**src/sv/tilt_gesture_detector_assert.svh**
```systemverilog
// Assertion macros used by the tilt gesture detector top file.
// Each macro expects signals named clk and rst_n in the scope where it is used.
`ifndef TILT_GESTURE_DETECTOR_ASSERT_SVH
`define TILT_GESTURE_DETECTOR_ASSERT_SVH

// Whenever the condition holds, the consequence holds in the same cycle.
`define TGD_ASSERT_IMPLY(label, cond, cons) \
    label: assert property (@(posedge clk) disable iff (!rst_n) (cond) |-> (cons)) \
        else $error("tilt gesture detector: same-cycle check failed");

// Whenever the condition holds, the consequence holds in the next cycle.
`define TGD_ASSERT_NEXT(label, cond, cons) \
    label: assert property (@(posedge clk) disable iff (!rst_n) (cond) |=> (cons)) \
        else $error("tilt gesture detector: next-cycle check failed");

`endif

```
**src/sv/tgd_pkg.sv**
```systemverilog
`timescale 1ns / 1ps

package tgd_pkg;

    localparam int CFG_INDEX_W = 3;
    localparam int CFG_DATA_W  = 16;

    localparam logic [CFG_INDEX_W-1:0] REG_FILTER_WEIGHT = 3'd0;
    localparam logic [CFG_INDEX_W-1:0] REG_TILT_THRESH   = 3'd1;
    localparam logic [CFG_INDEX_W-1:0] REG_LIGHT_LIMIT   = 3'd2;
    localparam logic [CFG_INDEX_W-1:0] REG_HOLDOFF_MS    = 3'd3;
    localparam logic [CFG_INDEX_W-1:0] REG_REPEAT_NEEDED = 3'd4;

    localparam logic [8:0]  FILTER_WEIGHT_RST = 9'd51;
    localparam logic [13:0] TILT_THRESH_RST   = 14'd1920;
    localparam logic [15:0] LIGHT_LIMIT_RST   = 16'd300;
    localparam logic [15:0] HOLDOFF_MS_RST    = 16'd500;
    localparam logic [2:0]  REPEAT_NEEDED_RST = 3'd3;

    // Roll is wrapped once into plus or minus 180 degrees at 1/64 degree.
    localparam logic signed [16:0] ROLL_WRAP_LIMIT = 17'sd11520;
    localparam logic signed [16:0] ROLL_WRAP_SPAN  = 17'sd23040;

    localparam int             WEIGHT_FRAC  = 8;
    localparam logic [8:0]     FULL_WEIGHT  = 9'd256;
    localparam logic signed [24:0] ROUND_HALF = 25'sd128;

    localparam logic [2:0] RUN_MAX  = 3'd7;
    localparam logic [2:0] RUN_ONE  = 3'd1;
    localparam logic [2:0] RUN_ZERO = 3'd0;

    typedef enum logic [1:0] {
        DIR_NONE = 2'd0,
        DIR_POS  = 2'd1,
        DIR_NEG  = 2'd2
    } dir_t;

    typedef struct packed {
        logic [8:0]  filter_weight;
        logic [13:0] tilt_thresh;
        logic [15:0] light_limit;
        logic [15:0] holdoff_ms;
        logic [2:0]  repeat_needed;
    } cfg_t;

    typedef struct packed {
        logic [31:0] last_fire_time;
        logic        ever_fired;
        logic [2:0]  run_length;
        logic        armed_fired;
        dir_t        run_direction;
    } gest_state_t;

endpackage

```
**src/sv/tgd_gesture.sv**
```systemverilog
`timescale 1ns / 1ps

module tgd_gesture
(
    input  tgd_pkg::cfg_t         cfg,
    input  tgd_pkg::gest_state_t  state_cur,
    input  logic signed [14:0]    roll,
    input  logic signed [14:0]    filt_cur,
    input  logic [15:0]           light,
    input  logic [31:0]           now,
    output logic signed [14:0]    filt_new,
    output tgd_pkg::gest_state_t  state_new,
    output tgd_pkg::dir_t         code
);
    import tgd_pkg::*;

    logic [8:0]         weight;
    logic [8:0]         weight_old;
    logic signed [24:0] prod_new;
    logic signed [24:0] prod_old;
    logic signed [24:0] acc;
    logic signed [24:0] acc_shift;
    logic               hold_ok;
    logic signed [15:0] trig;
    logic signed [15:0] filt_ext;
    logic [14:0]        mag;
    logic [15:0]        mag2;
    logic [2:0]         need;
    dir_t               dir;

    always_comb
    begin
        weight     = (cfg.filter_weight > FULL_WEIGHT) ? FULL_WEIGHT : cfg.filter_weight;
        weight_old = FULL_WEIGHT - weight;
        prod_new   = $signed({16'd0, weight}) * $signed({{10{roll[14]}}, roll});
        prod_old   = $signed({16'd0, weight_old}) * $signed({{10{filt_cur[14]}}, filt_cur});
        acc        = prod_new + prod_old + ROUND_HALF;
        acc_shift  = acc >>> WEIGHT_FRAC;
        filt_new   = acc_shift[14:0];
    end

    always_comb
    begin
        hold_ok  = !state_cur.ever_fired
                   || ((now - state_cur.last_fire_time) >= {16'd0, cfg.holdoff_ms});
        trig     = $signed({2'b00, cfg.tilt_thresh});
        filt_ext = {filt_new[14], filt_new};
        mag      = filt_new[14] ? 15'(-filt_new) : 15'(filt_new);
        mag2     = {mag, 1'b0};
        need     = (cfg.repeat_needed == RUN_ZERO) ? RUN_ONE : cfg.repeat_needed;

        if (filt_ext > trig)
        begin
            dir = DIR_POS;
        end
        else if (filt_ext < -trig)
        begin
            dir = DIR_NEG;
        end
        else
        begin
            dir = DIR_NONE;
        end

        state_new = state_cur;
        code      = DIR_NONE;

        // Inside the hold-off window the run state is frozen.
        if (hold_ok)
        begin
            if (light < cfg.light_limit)
            begin
                if (dir != DIR_NONE)
                begin
                    if (!state_cur.armed_fired)
                    begin
                        if (dir == state_cur.run_direction)
                        begin
                            if (state_cur.run_length != RUN_MAX)
                            begin
                                state_new.run_length = state_cur.run_length + RUN_ONE;
                            end
                        end
                        else
                        begin
                            state_new.run_length    = RUN_ONE;
                            state_new.run_direction = dir;
                        end
                        if (state_new.run_length >= need)
                        begin
                            code                     = dir;
                            state_new.last_fire_time = now;
                            state_new.ever_fired     = 1'b1;
                            state_new.run_length     = RUN_ZERO;
                            state_new.armed_fired    = 1'b1;
                        end
                    end
                end
                else if (mag2 < $unsigned(trig))
                begin
                    state_new.run_length    = RUN_ZERO;
                    state_new.armed_fired   = 1'b0;
                    state_new.run_direction = DIR_NONE;
                end
            end
            else
            begin
                state_new.run_length    = RUN_ZERO;
                state_new.armed_fired   = 1'b0;
                state_new.run_direction = DIR_NONE;
            end
        end
    end

endmodule

```
**src/sv/tilt_gesture_detector.sv**
```systemverilog
`timescale 1ns / 1ps
// Channel    Direction  Handshake                      Contents
// s_axis     in         s_axis_tvalid / s_axis_tready  roll, light level, time stamp
// m_axis     out        m_axis_tvalid / m_axis_tready  filtered roll, gesture, valid flag
// cfg        in         cfg_valid / cfg_ready          register index and write data
//
// Each item passes an input register and a result register.
// One item is accepted every cycle while the result side keeps taking results.
// A stalled result holds the result register; the input register still takes one item.
// Reset empties the input and result registers and clears the calibration and the gesture state.
// Configuration writes are taken in every cycle.

module tilt_gesture_detector
#(
    parameter int CALIB_SAMPLES = 5
)
(
    input  logic                              clk,
    input  logic                              rst_n,
    input  logic                              s_axis_tvalid,
    output logic                              s_axis_tready,
    // roll_in [15:0], light_level [31:16], time_ms [63:32]
    input  logic [63:0]                       s_axis_tdata,
    output logic                              m_axis_tvalid,
    input  logic                              m_axis_tready,
    // smooth_roll [14:0], gesture_code [16:15], zeros above
    output logic [23:0]                       m_axis_tdata,
    // filtered_valid [0]
    output logic [0:0]                        m_axis_tuser,
    input  logic                              cfg_valid,
    output logic                              cfg_ready,
    input  logic [tgd_pkg::CFG_INDEX_W-1:0]   cfg_index,
    input  logic [tgd_pkg::CFG_DATA_W-1:0]    cfg_data
);
    import tgd_pkg::*;

    localparam int CNT_W     = $clog2(CALIB_SAMPLES + 1);
    localparam int SUM_W     = 15 + $clog2(CALIB_SAMPLES);
    localparam int MAG_W     = SUM_W - 1;
    localparam int DIV_SHIFT = MAG_W + 5;
    localparam int DIV_MW    = DIV_SHIFT + 1;
    localparam int PROD_W    = MAG_W + DIV_MW;
    localparam logic [DIV_MW-1:0] DIV_MULT =
        DIV_MW'(((2 ** DIV_SHIFT) + CALIB_SAMPLES - 1) / CALIB_SAMPLES);
    localparam logic [CNT_W-1:0] CALIB_DONE = CNT_W'(CALIB_SAMPLES);
    localparam logic [CNT_W-1:0] CNT_ONE    = CNT_W'(1);

    cfg_t               cfg_reg;

    logic               in_valid_reg;
    logic signed [15:0] in_roll_reg;
    logic [15:0]        in_light_reg;
    logic [31:0]        in_time_reg;

    logic [CNT_W-1:0]       calib_count_reg, calib_count_next;
    logic signed [SUM_W-1:0] calib_sum_reg, calib_sum_next;
    logic signed [14:0]     filter_value_reg, filter_value_next;
    gest_state_t            gest_reg, gest_next;

    logic               out_valid_reg;
    logic signed [14:0] res_roll_reg, res_roll_next;
    logic               res_flag_reg, res_flag_next;
    dir_t               res_code_reg, res_code_next;

    logic               in_accept;
    logic               advance;
    logic signed [16:0] roll_ext;
    logic signed [16:0] roll_wrap;
    logic signed [14:0] roll;
    logic               calibrating;
    logic               sum_neg;
    logic [MAG_W-1:0]   sum_mag;
    logic [PROD_W-1:0]  div_prod;
    logic [14:0]        avg_mag;
    logic signed [14:0] avg;
    logic signed [14:0] filt_new;
    gest_state_t        gest_new;
    dir_t               code_new;
    logic               fire_take;
    logic               fire_seen;
    logic               res_zero;

    assign cfg_ready     = 1'b1;
    assign advance       = in_valid_reg && (!out_valid_reg || m_axis_tready);
    assign s_axis_tready = !in_valid_reg || advance;
    assign in_accept     = s_axis_tvalid && s_axis_tready;

    always_ff @(posedge clk or negedge rst_n)
    begin
        if (!rst_n)
        begin
            cfg_reg.filter_weight <= FILTER_WEIGHT_RST;
            cfg_reg.tilt_thresh   <= TILT_THRESH_RST;
            cfg_reg.light_limit   <= LIGHT_LIMIT_RST;
            cfg_reg.holdoff_ms    <= HOLDOFF_MS_RST;
            cfg_reg.repeat_needed <= REPEAT_NEEDED_RST;
        end
        else if (cfg_valid && cfg_ready)
        begin
            unique case (cfg_index)
                REG_FILTER_WEIGHT: cfg_reg.filter_weight <= cfg_data[8:0];
                REG_TILT_THRESH:   cfg_reg.tilt_thresh   <= cfg_data[13:0];
                REG_LIGHT_LIMIT:   cfg_reg.light_limit   <= cfg_data;
                REG_HOLDOFF_MS:    cfg_reg.holdoff_ms    <= cfg_data;
                REG_REPEAT_NEEDED: cfg_reg.repeat_needed <= cfg_data[2:0];
                default:           cfg_reg               <= cfg_reg;
            endcase
        end
    end

    always_ff @(posedge clk or negedge rst_n)
    begin
        if (!rst_n)
        begin
            in_valid_reg <= 1'b0;
        end
        else if (in_accept)
        begin
            in_valid_reg <= 1'b1;
        end
        else if (advance)
        begin
            in_valid_reg <= 1'b0;
        end
    end

    always_ff @(posedge clk)
    begin
        if (in_accept)
        begin
            in_roll_reg  <= $signed(s_axis_tdata[15:0]);
            in_light_reg <= s_axis_tdata[31:16];
            in_time_reg  <= s_axis_tdata[63:32];
        end
    end

    always_comb
    begin
        roll_ext = {in_roll_reg[15], in_roll_reg};
        if (roll_ext > ROLL_WRAP_LIMIT)
        begin
            roll_wrap = roll_ext - ROLL_WRAP_SPAN;
        end
        else if (roll_ext < -ROLL_WRAP_LIMIT)
        begin
            roll_wrap = roll_ext + ROLL_WRAP_SPAN;
        end
        else
        begin
            roll_wrap = roll_ext;
        end
        roll = roll_wrap[14:0];
    end

    tgd_gesture u_gesture
    (
        .cfg       (cfg_reg),
        .state_cur (gest_reg),
        .roll      (roll),
        .filt_cur  (filter_value_reg),
        .light     (in_light_reg),
        .now       (in_time_reg),
        .filt_new  (filt_new),
        .state_new (gest_new),
        .code      (code_new)
    );

    // The seed is the calibration sum divided by the sample count, truncated toward
    // zero, done as a multiplication by a rounded-up reciprocal on the magnitude.
    always_comb
    begin
        calibrating    = calib_count_reg < CALIB_DONE;
        calib_sum_next = calib_sum_reg + SUM_W'(roll);
        sum_neg        = calib_sum_next[SUM_W-1];
        sum_mag        = sum_neg ? MAG_W'(-calib_sum_next) : MAG_W'(calib_sum_next);
        div_prod       = PROD_W'(sum_mag) * PROD_W'(DIV_MULT);
        avg_mag        = 15'(div_prod >> DIV_SHIFT);
        avg            = sum_neg ? $signed(-avg_mag) : $signed(avg_mag);

        calib_count_next  = calib_count_reg;
        filter_value_next = filter_value_reg;
        gest_next         = gest_reg;
        res_roll_next     = 15'sd0;
        res_flag_next     = 1'b0;
        res_code_next     = DIR_NONE;

        if (calibrating)
        begin
            calib_count_next = calib_count_reg + CNT_ONE;
            if (calib_count_next == CALIB_DONE)
            begin
                filter_value_next = avg;
            end
        end
        else
        begin
            calib_sum_next    = calib_sum_reg;
            filter_value_next = filt_new;
            gest_next         = gest_new;
            res_roll_next     = filt_new;
            res_flag_next     = 1'b1;
            res_code_next     = code_new;
        end
    end

    always_ff @(posedge clk or negedge rst_n)
    begin
        if (!rst_n)
        begin
            calib_count_reg  <= '0;
            calib_sum_reg    <= '0;
            filter_value_reg <= '0;
            gest_reg         <= '{last_fire_time: 32'd0, ever_fired: 1'b0,
                                  run_length: RUN_ZERO, armed_fired: 1'b0,
                                  run_direction: DIR_NONE};
        end
        else if (advance)
        begin
            calib_count_reg  <= calib_count_next;
            calib_sum_reg    <= calib_sum_next;
            filter_value_reg <= filter_value_next;
            gest_reg         <= gest_next;
        end
    end

    always_ff @(posedge clk or negedge rst_n)
    begin
        if (!rst_n)
        begin
            out_valid_reg <= 1'b0;
        end
        else if (advance)
        begin
            out_valid_reg <= 1'b1;
        end
        else if (m_axis_tready)
        begin
            out_valid_reg <= 1'b0;
        end
    end

    always_ff @(posedge clk)
    begin
        if (advance)
        begin
            res_roll_reg <= res_roll_next;
            res_flag_reg <= res_flag_next;
            res_code_reg <= res_code_next;
        end
    end

    assign m_axis_tvalid   = out_valid_reg;
    assign m_axis_tdata    = {7'd0, res_code_reg, res_roll_reg};
    assign m_axis_tuser[0] = res_flag_reg;

    assign fire_take = advance && !calibrating && (code_new != DIR_NONE);
    assign fire_seen = gest_reg.ever_fired && gest_reg.armed_fired;
    assign res_zero  = (res_roll_reg == 15'sd0) && (res_code_reg == DIR_NONE);

`include "tilt_gesture_detector_assert.svh"

    `TGD_ASSERT_IMPLY(a_code_needs_filter, out_valid_reg && (res_code_reg != DIR_NONE), res_flag_reg)
    `TGD_ASSERT_IMPLY(a_calib_result_zero, out_valid_reg && !res_flag_reg, res_zero)
    `TGD_ASSERT_NEXT(a_fire_marks_ever, fire_take, fire_seen && (gest_reg.last_fire_time == $past(in_time_reg)))
    `TGD_ASSERT_IMPLY(a_armed_after_fire, gest_reg.armed_fired, gest_reg.ever_fired)
    `TGD_ASSERT_IMPLY(a_calib_count_bound, 1'b1, calib_count_reg <= CALIB_DONE)

endmodule

```
**config.mk**
```make
export PLATFORM = sky130hd
export DESIGN_NAME = tilt_gesture_detector
export DESIGN_NICKNAME = d
export VERILOG_FILES = /design/src/sv/tgd_pkg.sv /design/src/sv/tgd_gesture.sv /design/src/sv/tilt_gesture_detector.sv
export VERILOG_INCLUDE_DIRS = /design/src /design/src/sv
export SDC_FILE = /design/constraint.sdc
export NUM_CORES = 1
export LEC_CHECK = 0
export BUFFER_PORTS_ARGS = -buffer_cell sky130_fd_sc_hd__buf_4
export CAP_MARGIN = 20
export CELL_PAD_IN_SITES_DETAIL_PLACEMENT = 0
export CELL_PAD_IN_SITES_GLOBAL_PLACEMENT = 2
export CORE_MARGIN = 4
export CORE_UTILIZATION = 45
export DETAILED_ROUTE_END_ITERATION = 12
export MAX_ROUTING_LAYER = met4
export PLACE_DENSITY = 0.95
export SKIP_LAST_GASP = 1
export SYNTH_ARGS = -nofsm -noshare
export SYNTH_HDL_FRONTEND = slang
export SYNTH_SLANG_ARGS = --single-unit
export TNS_END_PERCENT = 100
```
**constraint.sdc**
```tcl
create_clock -name clk -period 36.5 [get_ports clk]
set_input_delay 7.3 -clock clk [delete_from_list [all_inputs] [get_ports clk]]
set_output_delay 7.3 -clock clk [all_outputs]
set_load 0.1 [all_outputs]
```
* Word level (Yosys, flattened, before mapping)
Index checks and enable logic that the tools add are counted.
Storage, ports and cells: register bits 217, latch bits 0, memory bits (writable) 0, ROM bits 0, input bits 88, output and inout port bits 28, memories 0
Operators by class: add/sub/neg operators 13, multipliers 3, div/mod/pow operators 0, magnitude comparators 10, eq/ne operators 11, shift operators 0, muxes and demuxes 28, bitwise logic cells 6, reduce and logical (&&, ||, !) cells 25
Operators by type and width (number):
- $mux 15 | 6
- $mul 10x15->23 | 2
- $mul 17x20->37 const B | 1
- $ge 32x16->1 | 1
- $sub 32x32->32 | 1
- $neg 15->15 | 2
- $mux 6 | 4
- $add 23x23->23 | 1
- $add 23x9->23 const B | 1
- $mux 3 | 7
- $add 18x15->18 | 1
- $mux 17 | 1
- $neg 17->17 | 1
- $gt 16x15->1 const B | 1
- $lt 15x16->1 | 1
- $lt 16x14->1 | 1
- $lt 16x15->1 const B | 1
- $lt 16x16->1 | 1
- $neg 14->16 | 1
- $add 15x15->15 const B | 1
- $gt 15x15->1 | 1
- $sub 15x15->15 const B | 1
- $reduce_and 2->1 | 7
- $ne 3x3->1 const B | 4
- other kinds (25) | 47

* Logic depth before layout (Yosys ltp)
depth in word-level cells 20, depth in mapped cells 53, depth with buffers taken out 50

* Modules after synthesis
Synthesis repeated with hierarchy kept, for this count alone.
Second synthesis, totals: cell total of the unflattened synthesis 3148, area total of the unflattened synthesis 30141.4 µm²
By module, submodules not included:
- tgd_gesture | times used 1, cells each 1823, area an instance 15075.7 µm²
- tilt_gesture_detector | times used 1, cells each 1325, area an instance 15065.7 µm²

* Worst setup path after synthesis
OpenSTA, ideal clock, no wires.
path type input-to-output, start point input port m_axis_tready, end point output port s_axis_tready, data arrival time 8.122 ns, required time 29.200 ns, setup slack 21.078 ns, cell stages on the path 1, path buffers 0, cell sequence nand3b_1
Between the ends: word-level cells in the longest chain between the ends 3
Ends and longest elaborated chain:
- start, declared | line tilt_gesture_detector.sv:25 | input logic m_axis_tready,
- $logic_or 1x1->1 | line tilt_gesture_detector.sv:84 | assign advance = in_valid_reg && (!out_valid_reg || m_axis_tready);
- $logic_and 1x1->1 | line tilt_gesture_detector.sv:84
- $logic_or 1x1->1 | line tilt_gesture_detector.sv:85 | assign s_axis_tready = !in_valid_reg || advance;
- end, declared | line tilt_gesture_detector.sv:21 | output logic s_axis_tready,
Every way passes these cells.

* Worst setup path in the final report
Ends and elaborated chain as after synthesis.

==> results_dict.tcl <==
set metrics [dict create \
    outcome "complete, no violations" \
    hold_viol_final 0 \
    area_growth_pct 9.34 \
    path_cells "buf_4, nand3b_1, buf_4" \
    htree_levels 1 \
    yosysUniqueCellTypes 96 \
    routed_wirelength_um 74000 \
    cts_tree "done" \
    ant_nets 0 \
    hp-class "reg -> reg" \
    dp.cells 3953 \
    grt_pass1_vias 22500 \
    ys_seq_elements 217 \
    post_cts_buffers 0 \
    clk_latency_ns 0.56 \
    finalMaxSlewViolations 0 \
    crit_slowest_cell "buf_4" \
    coreArea_um2 63200 \
    finalClockSkew_ns 0.0171 \
    path_class "in -> out" \
    start_kind "input pin" \
    cts_resized 0 \
    top_usage_layer "met2" \
    path_max_fanout 3 \
    cap_violations 0 \
    path_clk_slew_ns 0.06 \
    rsz0062_at_grt "no" \
    first_pass_iters 5 \
    placementRows 92 \
    timing.final.crit_period_ns 15.15 \
    post-route-period-util_pct 41.5 \
    cp_common_cell "buf_4" \
    synth.area.top_cells "fa_1, ha_1, dfrtp_1, edfxtp_1, inv_1" \
    endpoint_kind "output pin" \
    synth.avg_cell_area_um2 9.43 \
    numCtsBuffers 26 \
    critPathMaxStageDelay_ns 0.26 \
    initial_core_util_pct 45.6 \
    vias 21200 \
    ys_seq_area_share_pct 20.3 \
    critPathRequiredTime_ns 29.20 \
    arrival_ns 7.85 \
    grt_max_degree 79 \
    clk_root_buffer_cell "clkbuf_16" \
    viasPerCell 5.30 \
    max_freq_ghz 0.0660 \
    grtUsageMet1_pct 30.0 \
    drive_gt1_share_pct 9.64 \
    num_io_pins 116 \
    place.gp.congestion 0.889 \
    synth_ff_type "dfrtp_1" \
    route.detailed.drc 0 \
    largest_reg_flops 58 \
    yosysWarnings 0 \
    cts_sinks 217 \
    syn-cell-area_um2 28800 \
    antenna_found_initial 2 \
    slew_headroom_pct 26.4 \
    synth_top_area_share_pct 23.6 \
    hpwlAfterDp_um 61500 \
    met3_usage_pct 2.25 \
    grt_usage_pct 22.9 \
    portBuffers 107 \
    gr-total-overflow 0 \
    fin_tns_setup_ns 0 \
    instances_no_fill 4001 \
    grt_pass1_wl_um 121000 \
    wire_per_inst_um 18.5 \
    die_h_um 261 \
    synth-async-reset-ratio_pct 62.2 \
    die-width_um 261 \
    grt_use_met2_pct 38.6 \
    nets 3919 \
    drtIter0Drc 1062 \
    setup_viol 0 \
    yosys.area.top_type "fa_1" \
    insertedDiodeCount 0 \
    syn_inst 3059 \
    tightestPinTransition_ns 1.10 \
    synth_edf_count 82 \
    cts_max_path_buffers 3 \
    holdBufCountCts 0 \
    dieArea_um2 68200 \
]
## final timing paths
check                              start  cells after the start  slack, ns          endpoint
max                        m_axis_tready                      3      21.35     s_axis_tready
min reg2reg                  gest_reg[6]                      1       0.47       gest_reg[6]
max in group asynchronous          rst_n                      2      28.38  calib_sum_reg[7]
max reg2reg                  cfg_reg[57]                     40      23.15      gest_reg[17]
min in group asynchronous          rst_n                      1       6.75      gest_reg[12]
min                          gest_reg[6]                      1       0.47       gest_reg[6]
## worst max-delay path: cells and delay by family
kind	cells	cell delay, ns
AND/OR/NAND/NOR	1	0.19
buffers and inverters	2	0.37
## stage by stage
step / utilization (%) / worst slack, ns / instance area [um2] / hold slack (ns)
2_1_floorplan: - / 21.08 / 28900 / 0.435
3_3_place_gp: 48.3 / 21.35 / 30500 / 0.454
3_5_place_dp: 48.3 / 21.36 / 30500 / 0.461
4_1_cts: 49.9 / 21.35 / 31500 / 0.479
5_1_grt: 49.9 / 21.33 / 31500 / 0.488
6_report: 49.9 / 21.35 / 31500 / 0.474
## layer usage
metal	part of all wire (%)	routed length, um	vias to the layer above
li1	-	-	10100
met1	44	32300	10600
met2	49	36600	435
met3	4.1	3060	102
met4	2.8	2060	0
met5	0	0	-
## synth_stat cells, types with 42 or more instances
library cell / number
and2_1: 146
nand2_1: 293
nor2_1: 110
clkbuf_1: 69
xnor2_1: 102
fa_1: 340
a21o_1: 62
ha_1: 356
o21ai_0: 122
xor2_1: 42
a21oi_1: 113
mux2_2: 60
edfxtp_1: 82
inv_1: 585
dfrtp_1: 115
## area by class of cell
type / count / area (um2)
Clock buffer: 27 / 654
Clock inverter: 21 / 328
Fill cell: 5866 / 31700
Inverter: 586 / 2200
Multi-Input combinational cell: 2169 / 20400
Sequential cell: 217 / 5870
Tap cell: 846 / 1060
Timing Repair Buffer: 135 / 1020
## kinds of logic (layout without fill, tap and decap cells)
logic type / count (synthesis) / after routing / synth area share, %
fa+ha+maj: 696 / 696 / 39.1
xor+xnor: 147 / 147 / 4.58
compound gates: 489 / 489 / 11.1
simple gates: 758 / 758 / 13.1
mux: 71 / 71 / 2.73
flops: 217 / 217 / 20.3
other cells: 2 / 8 / 0.0260
buf+inv: 679 / 769 / 8.99
## cell usage in the layout, fill, tap and decap left out, types with 110 or more instances in the layout
cell / Yosys / routed
a21oi_1: 113 / 113
nor2_1: 110 / 110
inv_1: 585 / 585
fa_1: 340 / 340
and2_1: 146 / 145
dfrtp_1: 115 / 115
ha_1: 356 / 356
nand2_1: 293 / 293
o21ai_0: 122 / 122
buf_4: 8 / 134
Power is not shown: default switching activity piles up to over one toggle a cycle in this logic, so the estimate is an artifact.
